<file path="src/rtl/nbrp_pkg.sv">
// Shared types, constants and state codes for the nearest-box ray pick block.
// Used by the interfaces, the divider, the sequencer and the top level.
package nbrp_pkg;

   localparam int COORD_W      = 32;
   localparam int ID_W         = 16;
   localparam int ID_BITS_DEF  = 16;
   localparam int CSR_IDX_W    = 3;
   localparam int T_W          = 64;
   localparam int DIST_W       = 64;

   localparam logic [CSR_IDX_W-1:0] REG_ORG_X = 3'd0;
   localparam logic [CSR_IDX_W-1:0] REG_ORG_Y = 3'd1;
   localparam logic [CSR_IDX_W-1:0] REG_ORG_Z = 3'd2;
   localparam logic [CSR_IDX_W-1:0] REG_DIR_X = 3'd3;
   localparam logic [CSR_IDX_W-1:0] REG_DIR_Y = 3'd4;
   localparam logic [CSR_IDX_W-1:0] REG_DIR_Z = 3'd5;

   typedef enum logic [3:0] {
      ST_IDLE,
      ST_CLASSIFY,
      ST_DIV_START,
      ST_DIV_WAIT,
      ST_CHOOSE,
      ST_SCALE_LO,
      ST_SCALE_HI,
      ST_COORD,
      ST_SQUARE,
      ST_COMPARE,
      ST_DONE
   } seq_state_type;

   typedef struct packed {
      logic signed [COORD_W-1:0] min_x, min_y, min_z;
      logic signed [COORD_W-1:0] max_x, max_y, max_z;
      logic [ID_W-1:0]           box_id;
      logic                      box_enabled;
      logic                      batch_last;
   } req_word_type;

   typedef struct packed {
      logic [ID_W-1:0]           picked_id;
      logic signed [COORD_W-1:0] hit_x, hit_y, hit_z;
   } rsp_word_type;

   typedef struct packed {
      logic start;
      logic busy;
      logic done;
   } div_ctl_type;

   function automatic logic signed [COORD_W-1:0] sat32(input logic signed [COORD_W:0] v);
      logic signed [COORD_W-1:0] r;
      if (v > $signed({2'b00, {(COORD_W-1){1'b1}}}))
         r = {1'b0, {(COORD_W-1){1'b1}}};
      else if (v < $signed({2'b11, {(COORD_W-1){1'b0}}}))
         r = {1'b1, {(COORD_W-1){1'b0}}};
      else
         r = v[COORD_W-1:0];
      return r;
   endfunction

endpackage

</file>
<file path="src/rtl/nbrp_div.sv">
// Restoring divider, one quotient bit per cycle: 64-bit dividend by 33-bit divisor.
// Depends on nbrp_pkg.
module nbrp_div (
   input  logic                       clock,
   input  logic                       reset,
   input  logic                       start,
   input  logic [nbrp_pkg::T_W-1:0]   dividend,
   input  logic [nbrp_pkg::COORD_W:0] divisor,
   output logic [nbrp_pkg::T_W-1:0]   quotient,
   output nbrp_pkg::div_ctl_type      ctl
);
   import nbrp_pkg::*;

   localparam int CNT_W = $clog2(T_W + 1);

   logic [T_W-1:0]     quo_ff, quo_in;
   logic [COORD_W+1:0] rem_ff, rem_in;
   logic [COORD_W:0]   dsr_ff, dsr_in;
   logic [CNT_W-1:0]   cnt_ff, cnt_in;
   logic               busy_ff, busy_in, done_ff, done_in;
   logic [COORD_W+1:0] trial;

   // One shift-subtract step per cycle
   always_comb begin
      quo_in  = quo_ff;
      rem_in  = rem_ff;
      dsr_in  = dsr_ff;
      cnt_in  = cnt_ff;
      busy_in = busy_ff;
      done_in = 1'b0;
      trial   = {rem_ff[COORD_W:0], quo_ff[T_W-1]};
      if (start) begin
         quo_in  = dividend;
         rem_in  = '0;
         dsr_in  = divisor;
         cnt_in  = CNT_W'(T_W);
         busy_in = 1'b1;
      end else if (busy_ff) begin
         if (trial >= {1'b0, dsr_ff}) begin
            rem_in = trial - {1'b0, dsr_ff};
            quo_in = {quo_ff[T_W-2:0], 1'b1};
         end else begin
            rem_in = trial;
            quo_in = {quo_ff[T_W-2:0], 1'b0};
         end
         cnt_in = cnt_ff - 1'b1;
         if (cnt_ff == CNT_W'(1)) begin
            busy_in = 1'b0;
            done_in = 1'b1;
         end
      end
   end

   always_ff @(posedge clock) begin
      if (reset) begin
         busy_ff <= 1'b0;
         done_ff <= 1'b0;
         cnt_ff  <= '0;
      end else begin
         busy_ff <= busy_in;
         done_ff <= done_in;
         cnt_ff  <= cnt_in;
      end
      quo_ff <= quo_in;
      rem_ff <= rem_in;
      dsr_ff <= dsr_in;
   end

   assign quotient  = quo_ff;
   assign ctl.start = start;
   assign ctl.busy  = busy_ff;
   assign ctl.done  = done_ff;
endmodule

</file>
<file path="config.mk">
export PLATFORM = sky130hd
export DESIGN_NAME = nbrp_div
export DESIGN_NICKNAME = d
export VERILOG_FILES = /design/src/rtl/nbrp_pkg.sv /design/src/rtl/nbrp_div.sv
export SDC_FILE = /design/constraint.sdc
export NUM_CORES = 1
export LEC_CHECK = 0
export ABC_CLOCK_PERIOD_IN_PS = 3600
export BUFFER_PORTS_ARGS = -buffer_cell sky130_fd_sc_hd__buf_2
export CAP_MARGIN = 40
export CORE_MARGIN = 3
export CORE_UTILIZATION = 45
export DETAILED_ROUTE_END_ITERATION = 10
export HOLD_SLACK_MARGIN = 0.03
export PLACE_DENSITY = 0.68
export SYNTH_ARGS = -nofsm -noshare
export SYNTH_HDL_FRONTEND = slang
export SYNTH_SLANG_ARGS = --single-unit
</file>
<file path="constraint.sdc">
create_clock -name clock -period 3.6 [get_ports clock]
set_clock_uncertainty 0.15 [all_clocks]
set_input_delay 0.36 -clock clock [delete_from_list [all_inputs] [get_ports clock]]
set_output_delay 0.36 -clock clock [all_outputs]
set_load 0.01 [all_outputs]
</file>
Word-level counts from Yosys, hierarchy flattened. Cells that the tools add are included.

Input bits: 100. Register bits: 139. Output and inout bits: 67.

Reductions and logical operators: 3. Eq/ne operators: 1. Muxes and demuxes: 10. Bitwise logic cells: 1. Add/sub/neg operators: 2. Order comparisons: 1.

Operators with widths (number): 64-bit 2-to-1 mux (2); 34-bit by 33-bit greater-or-equal comparator with 1-bit output (1); 33-bit 2-to-1 mux (1); 33-bit subtractor (1); 7-bit 2-to-1 mux (2); 7-bit by 1-bit equality test with 1-bit output, second input constant (1); 7-bit by 1-bit subtractor with 7-bit output, second input constant (1); 1-bit 2-to-1 mux (5); 3-bit OR reduction (1); 2-bit nonzero test (1); 2-bit OR reduction (1); 1-bit inverter (1).

Logic depth before layout (Yosys ltp). Gate-level depths: netlist of run 1.

Word-level depth: 4. Mapped depth: 15. Gate-level depth less buffers: 13.

Worst setup path after synthesis of run 1. No wires, ideal clock.

Kind: reg-to-reg. From: reg quo_ff[63] (netlist: quotient[63]). To: reg rem_ff[0]. Cell stages (with the launch flop): 16. Period minus slack after synthesis: 3.253 ns. Data arrival time: 2.968 ns. Slack: 0.347 ns. Path through: edfxtp_1 inv_1 ha_1 inv_1 fa_1 a211oi_1 o21bai_1 a21oi_2 o2111ai_2 a311oi_1 o31a_1 buf_6 buf_6 nor2_1 a211oi_1 nor3_1.

Cells in the longest elaborated chain, start to end: 2.

RTL lines: start: declaration (line nbrp_div.sv:16) `logic [T_W-1:0] quo_ff, quo_in;`; start signal: assignment (line nbrp_div.sv:64) `quo_ff <= quo_in;`; 33-bit subtractor or 34-bit by 33-bit greater-or-equal comparator with 1-bit output (tied branches) (line nbrp_div.sv:40, nbrp_div.sv:39); 33-bit 2-to-1 mux * (line nbrp_div.sv:39) `if (trial >= {1'b0, dsr_ff}) begin`; end signal: assignment (line nbrp_div.sv:65) `rem_ff <= rem_in;`; end: declaration (line nbrp_div.sv:17) `logic [COORD_W+1:0] rem_ff, rem_in;`.

Every way passes the cells marked *; elsewhere a longest branch is shown, timed or not. A chain may end at the register's enable or synchronous reset.

Final worst setup path of run 1.
From: reg quo_ff[63] (netlist: quotient[63]). To: reg rem_ff[32].

The elaborated chain is that of the path after synthesis.

==> summary.txt, run 1 <==
Finish
  • Share of layout cells above drive strength 1: 0.3360
  • Nets: 992
  • Synth-to-Final Area Change: 27.53%
  • FILL cells: 1357
  • Register Area: 3754 sq um
  • Multi-input gate area: 3286 sq um

CTS
  • TritonCTS clock tree: built
  • CTS clk-pin slew, worst paths: 70 ps
  • H-Tree Depth: 4
  • Clock buffer count from CTS: 17
  • CTS Sinks: 139
  • Root buffer cell: clkbuf_16
  • Buffer levels on the longest clock path: 2
  • Latest clock arrival within the worst-skew pair: 420 ps

Worst setup path
  • Slowest-stage cell, CP: fa_1
  • Element type at the critical path end: flip-flop
  • Worst Path Required: 3750 ps
  • Most frequent CP cell: inv_1
  • Critical Path Source Type: flip-flop
  • Slowest Stage Delay on Critical Path: 440 ps
  • CP max FO: 28
  • Critical Path AT: 3480 ps
  • Crit Path Class: flip-flop to flip-flop
  • Crit path cell chain: inv_1 -> ha_1 -> inv_1 -> fa_1 -> a211oi_2 -> o21bai_1 -> a21oi_2 -> o2111ai_2 -> a311oi_2 -> o31a_2 -> buf_12 -> nor4_1 -> a211oi_1 -> o21ai_1

Global routing
  • Initial antenna violation count: 2
  • GRT Total Usage: 0.2078
  • Largest net degree at the start of global routing: 65
  • First-pass GRT wire length: 29580 um
  • GR Overflow Total: 0
  • Vias in the first global route: 5913

Detailed routing
  • Wire length on met3: 1381 um
  • Routed len/inst: 16.79 um
  • Initial DRC Count: 321
  • Routed vias/inst: 5.262
  • Max Used Layer: met5
  • M1 wire length: 7837 um
  • Antenna Violating Nets Remaining: 0
  • Met2 Routed Length: 8731 um
  • Initial DRT Pass Iterations: 5
  • Residual DRC: 0
  • Total number of vias: 5714
  • Post-Route WL: 18230 um

Floorplan
  • Die area: 17930 sq um
  • Die Wd: 133.9 um
  • Die Y-Extent: 133.9 um
  • Row count: 46
  • Core area: 15940 sq um
  • IO Count: 167
  • Starting Density: 0.4619

Yosys
  • FFs w/ async S/R, synth: 0
  • Synthesized flop and latch total: 139
  • Sequential element share of the synthesized area: 0.5098
  • Number of flops mapped to enable cells by yosys: 97
  • Syn_area_per_cell: 11.19 sq um
  • Syn_nets: 794
  • Cell Area, Synth: 7363 sq um
  • Synth area leaders: edfxtp_1, dfxtp_1, mux2_2
  • Top-area cell type share of the netlist area: 0.3956
  • Yosys top cell by area: edfxtp_1
  • Synth cell types: 59
  • Mapped Cells: 658
  • Yosys warnings: 0
  • Top_reg_cell synth: edfxtp_1

Power
  • Clock network power share: 0.395
  • Maximum vdd drop: 0.0003457 V
  • Part of the power in registers: 0.423
  • Gate power share: 0.182
  • LEAKAGE: 4.027 nW
  • Sw Pwr: 1.251 mW
  • Sw Share: 0.2711
  • Power Total: 4.612 mW
  • Cell area power density: 491.2 nW/um^2
  • Int Pwr: 3.362 mW

STA
  • RSZ-0062 raised after global routing: no
  • Final Hold Violating Endpoints: 0
  • Setup Viol. Count Final: 0
  • Pins Over Slew Limit: 0
  • Fmax: 299.7 MHz
  • Max_slew headroom: 0.4415
  • Post-Route Setup TNS: 0 ps
  • WHS: 89.00 ps
  • Period utilization: 0.9269
  • Worst-margin pin slew: 837.7 ps
  • Fin crit period: 3337 ps

Run status
  • Status: completed

Placement
  • IO buf count: 166
  • Gpl congestion: 0.8704
  • Detail Placement HPWL: 13270 um

Run
  • Max Cap Violations: 0

Min path
  • Type of the worst min-delay path: primary input to flip-flop
==> critical path, delay by kind of cell, from the launching register on <==
kind	cells	cell delay [ps]
buffers and inverters	3	330
and+or+nand+nor	1	80
DFF	1	400
adders and majority gates	2	610
AOI/OAI and AO/OA	8	1650
==> metal layers <==
| layer | track usage | vias to the layer above |
|---|---|---|
| met5 | 0 | - |
| met4 | 0.06457 | 2 |
| met3 | 0.07689 | 20 |
| met2 | 0.3414 | 197 |
| met1 | 0.2561 | 2666 |
| li1 | - | 2829 |
==> path summary, 6_finish.rpt <==
kind | start | to | slack (ps) | depth (start not counted)
max | quotient[63]$_DFFE_PP_ | rem_ff[32]$_SDFFE_PP0P_ | 260 | 14
min | dividend[55] | quotient[55]$_DFFE_PP_ | 90 | 2
max reg2reg | quotient[63]$_DFFE_PP_ | rem_ff[32]$_SDFFE_PP0P_ | 260 | 14
min reg2reg | rem_ff[11]$_SDFFE_PP0P_ | rem_ff[11]$_SDFFE_PP0P_ | 350 | 2
==> placed cells by master (no fill, tap or decap), types with 6 or more instances in the layout <==
| cell type | Yosys | routed |
|---|---|---|
| a211oi_1 | 21 | 20 |
| nand2_1 | 32 | 32 |
| xnor2_1 | 18 | 18 |
| mux2i_1 | 7 | 7 |
| nand3_1 | 9 | 9 |
| o21ai_0 | 28 | 28 |
| a32oi_1 | 7 | 7 |
| a21o_1 | 18 | 18 |
| edfxtp_1 | 97 | 97 |
| dlygate4sd3_1 | 0 | 34 |
| xor2_1 | 11 | 11 |
| o21bai_1 | 6 | 6 |
| nor2_1 | 61 | 61 |
| a21oi_1 | 40 | 40 |
| clkbuf_16 | 0 | 17 |
| inv_1 | 47 | 46 |
| ha_1 | 35 | 35 |
| a211oi_2 | 5 | 6 |
| nor3_1 | 6 | 6 |
| buf_2 | 4 | 165 |
| nand4_1 | 6 | 6 |
| mux2_2 | 63 | 63 |
| dfxtp_1 | 42 | 42 |
| buf_4 | 3 | 11 |
==> power groups by stage <==
stage	clock [mW]	sequential, mW	combinational (mW)
floorplan	0	2.01	0.497
global placement	0	1.98	0.783
global route	1.92	1.97	0.925
detailed placement	0	1.98	0.802
CTS	1.85	1.95	0.836
finish	1.82	1.95	0.837
==> sequential cells by signal (all words and copies together), names as in the netlist <==
name	flops
rem_ff	33
cnt_ff	7
dsr_ff	33
quotient	64
done_ff	1
busy_ff	1
==> synth_stat cells (all sizes together) (3+ instances only) <==
cell type and number:
edfxtp 97, mux2 63, nor2 61, inv 47
dfxtp 42, a21oi 41, ha 35, nand2 32
o21ai 29, a211oi 26, clkbuf 23, a21o 18
xnor2 18, xor2 11, buf 10, nand3 9
nor3 9, a32oi 7, mux2i 7, nand4 7
o21bai 6, nand2b 5, and3 4, nor2b 4
nor4 4, o21a 4, o31ai 4, a31oi 3
o31a 3
==> through the flow <==
step / setup WS [ps] / area, sq um / util / cells
2_1_floorplan: 347.4 / 7363 / - / 658
3_3_place_gp: 228.5 / 8413 / 0.5277 / 1018
3_5_place_dp: 88.97 / 8413 / 0.5277 / 1018
4_1_cts: 29.87 / 9366 / 0.5875 / 1084
5_1_grt: 13.03 / 9390 / 0.5890 / 1086
6_report: 263.0 / 9390 / 0.5890 / 1086
==> cell type report <==
type / instances / area share
flip-flops and latches: 139 / 0.3997
multi-input cells: 439 / 0.3499
repair buffers: 212 / 0.1372
clock buffers: 17 / 0.04530
well taps: 216 / 0.02878
clock inverters: 15 / 0.01999
inverters: 47 / 0.01879
diodes: 1 / 0.0002665
==> logic make-up after synthesis <==
logic type	Yosys count	share of synthesized area
AOI/OAI and AO/OA	157	0.1453
and+or+nand+nor	147	0.09635
DFF	139	0.5098
buffers and inverters	80	0.04605
muxes	70	0.1059
adders and majority gates	36	0.06219
xor gates and xnor gates	29	0.03449
==> repair_timing <==
action,4_1_cts,5_1_grt
hold endpoints to repair,35,0
setup endpoints to repair,0,32
buffers inserted,0,1
hold buffers,34,0
resized for setup,0,3
Power figures use the tool's default switching activity.
==> run 2, diff against run 1 <==
ABC_CLOCK_PERIOD_IN_PS = 3300   (was 3600)
clock period = 3.3 ns   (was 3.6 ns; I/O delays follow)
==> run 2 against run 1 <==
Sequential power up 9%. Register-to-register slack got worse by 240 ps. Wire length grew 5.6%.
==> summary.txt, run 2 (same netlist as run 1, synthesis figures left out) <==
Finish
  • Commonest non-fill, non-tap cell in the layout: buf_2 (unchanged)
  • Highest-count cells in the layout ignoring fill and taps: buf_2, edfxtp_1, mux2_2 (unchanged)
  • FILL cells: 1329 (was 1357)
  • Cell Count, Final, Fillers Out: 1118 (was 1086)
  • Largest register FFs: 64 (unchanged)
  • Synth-to-Final Area Change: 33.07% (was 27.53%)
  • Share of layout cells above drive strength 1: 0.3660 (was 0.3360)
  • Final core occ: 0.6146 (was 0.5890)
  • Nets: 1022 (was 992)
  • Design area: 9798 sq um (was 9390 sq um)

Min path
  • Worst Hold Depth: 2 (unchanged)
  • Type of the worst min-delay path: primary input to flip-flop (unchanged)

Global routing
  • Largest net degree at the start of global routing: 125 (was 65)
  • First-pass GRT wire length: 30170 um (was 29580 um)
  • GRT Total Usage: 0.2142 (was 0.2078)
  • Initial antenna violation count: 4 (was 2)
  • GR Overflow Total: 0 (unchanged)
  • Vias in the first global route: 5995 (was 5913)

STA
  • Post-Route Setup TNS: 0 ps (unchanged)
  • Pins Over Slew Limit: 0 (unchanged)
  • Final Hold Violating Endpoints: 0 (unchanged)
  • Fmax: 304.9 MHz (was 299.7 MHz)
  • Fin crit period: 3280 ps (was 3337 ps)
  • Setup Viol. Count Final: 0 (unchanged)
  • Period utilization: 0.9938 (was 0.9269)
  • Worst-margin pin slew: 741.4 ps (was 837.7 ps)
  • RSZ-0062 raised after global routing: yes (was no)
  • Max_slew headroom: 0.5058 (was 0.4415)

Detailed routing
  • Initial DRT Pass Iterations: 5 (unchanged)
  • Post-Route WL: 19250 um (was 18230 um)
  • Total number of vias: 5958 (was 5714)
  • Antenna Violating Nets Remaining: 0 (unchanged)
  • Routed len/inst: 17.22 um (was 16.79 um)
  • Routed vias/inst: 5.329 (was 5.262)
  • Residual DRC: 0 (unchanged)
  • Initial DRC Count: 344 (was 321)

Power
  • Cell area power density: 512.9 nW/um^2 (was 491.2 nW/um^2)
  • Maximum vdd drop: 0.0005049 V (was 0.0003457 V)
  • Power Total: 5.025 mW (was 4.612 mW)
  • LEAKAGE: 4.223 nW (was 4.027 nW)

Floorplan
  • Die Y-Extent: 133.9 um (unchanged)
  • Core area: 15940 sq um (unchanged)
  • Starting Density: 0.4619 (unchanged)
  • Die area: 17930 sq um (unchanged)
  • Row count: 46 (unchanged)
  • Die Wd: 133.9 um (unchanged)
  • IO Count: 167 (unchanged)

CTS
  • Root buffer cell: clkbuf_16 (unchanged)
  • TritonCTS clock tree: built (unchanged)
  • CTS clk-pin slew, worst paths: 70 ps (about the same)
  • H-Tree Depth: 4 (unchanged)
  • Latest clock arrival within the worst-skew pair: 430 ps (was 420 ps)
  • CTS Sinks: 139 (unchanged)
  • Buffer levels on the longest clock path: 2 (unchanged)
  • Clock buffer count from CTS: 17 (unchanged)

Worst setup path
  • Crit Path Class: flip-flop to flip-flop (unchanged)
  • Critical Path AT: 3410 ps (was 3480 ps)
  • Reg2reg setup slack: 20 ps (was 260 ps)
  • R2R cell count: 14 (unchanged)
  • Worst Path Required: 3430 ps (was 3750 ps)
  • Element type at the critical path end: flip-flop (unchanged)
  • CP max FO: 6 (was 28)
  • Critical Path Source Type: flip-flop (unchanged)

Placement
  • Cells after DPL: 1032 (was 1018)
  • Gpl congestion: 0.9586 (was 0.8704)
  • DP Area: 8547 sq um (was 8413 sq um)
  • IO buf count: 166 (unchanged)
  • Detail Placement HPWL: 13770 um (was 13270 um)

Run status
  • Status: completed (unchanged)

Run
  • Max Cap Violations: 0 (unchanged)
[run 2: cell count changes in the layout (fill, tap and decap cells not counted), moves of 3 or more]
| cell | delta |
|---|---|
| buf_4 | +17 |
| dlygate4sd3_1 | +6 |
| buf_12 | +4 |
| inv_6 | +3 |
[run 2: worst max-delay path: stages, from the launching register on]
cell,delay [ps]
edfxtp_1,380
inv_1,70
ha_2,180
inv_2,40
fa_2,390
a211oi_4,250
o21bai_2,90
a21oi_2,210
o2111ai_4,180
a311oi_2,360
o31a_4,290
buf_12,160
buf_4,110
mux2i_1,190
a211oi_1,90
[run 2: worst paths after layout]
check | end | startpoint
worst min-delay path | quotient[15]$_DFFE_PP_ | dividend[15]
worst min register to register | rem_ff[11]$_SDFFE_PP0P_ | rem_ff[11]$_SDFFE_PP0P_
worst max register to register | rem_ff[19]$_SDFFE_PP0P_ | quotient[63]$_DFFE_PP_
worst max-delay path | rem_ff[19]$_SDFFE_PP0P_ | quotient[63]$_DFFE_PP_
[run 2: layer usage]
metal  GRT usage  up-vias  wire (um)
met5           0        -         13
met3     0.07239       35       1457
met1      0.2545     2818       7781
met4     0.09029        2        532
li1            -     2897          -
met2      0.3563      206       9466
[run 2: report_power, final]
part | internal (mW) | switching, mW | total, mW
clock network | 1.07 | 0.824 | 1.89
registers | 2.04 | 0.0877 | 2.13
logic | 0.474 | 0.527 | 1.00
[run 2: area by class of cell]
cell class	instances	area, sq um	area share
sequential	139	3754	0.3831
multi-input combinational	439	3390	0.3459
timing repair buffer	242	1618	0.1651
clock buffer	18	429.2	0.04380
tap	216	270.3	0.02758
inverter	47	176.4	0.01801
clock inverter	14	153.9	0.01571
antenna	3	7.507	0.0007662
[run 2: repair_timing]
item	in CTS	in global routing
pin swaps	2	18
setup buffers	0	9
cloned	0	2
gates resized for setup	3	21
hold endpoints to repair	41	0
endpoints found under the setup margin	25	34
hold buffers	40	0
[run 2: through the flow]
stage | hold WS, ps | worst slack [ps]
6_report | 54.47 | 20.38
5_1_grt | 35.51 | -112.5
4_1_cts | 30.06 | 5.056
3_5_place_dp | 325.5 | -47.77
3_3_place_gp | 315.2 | 4.916
2_1_floorplan | 252.4 | 47.41
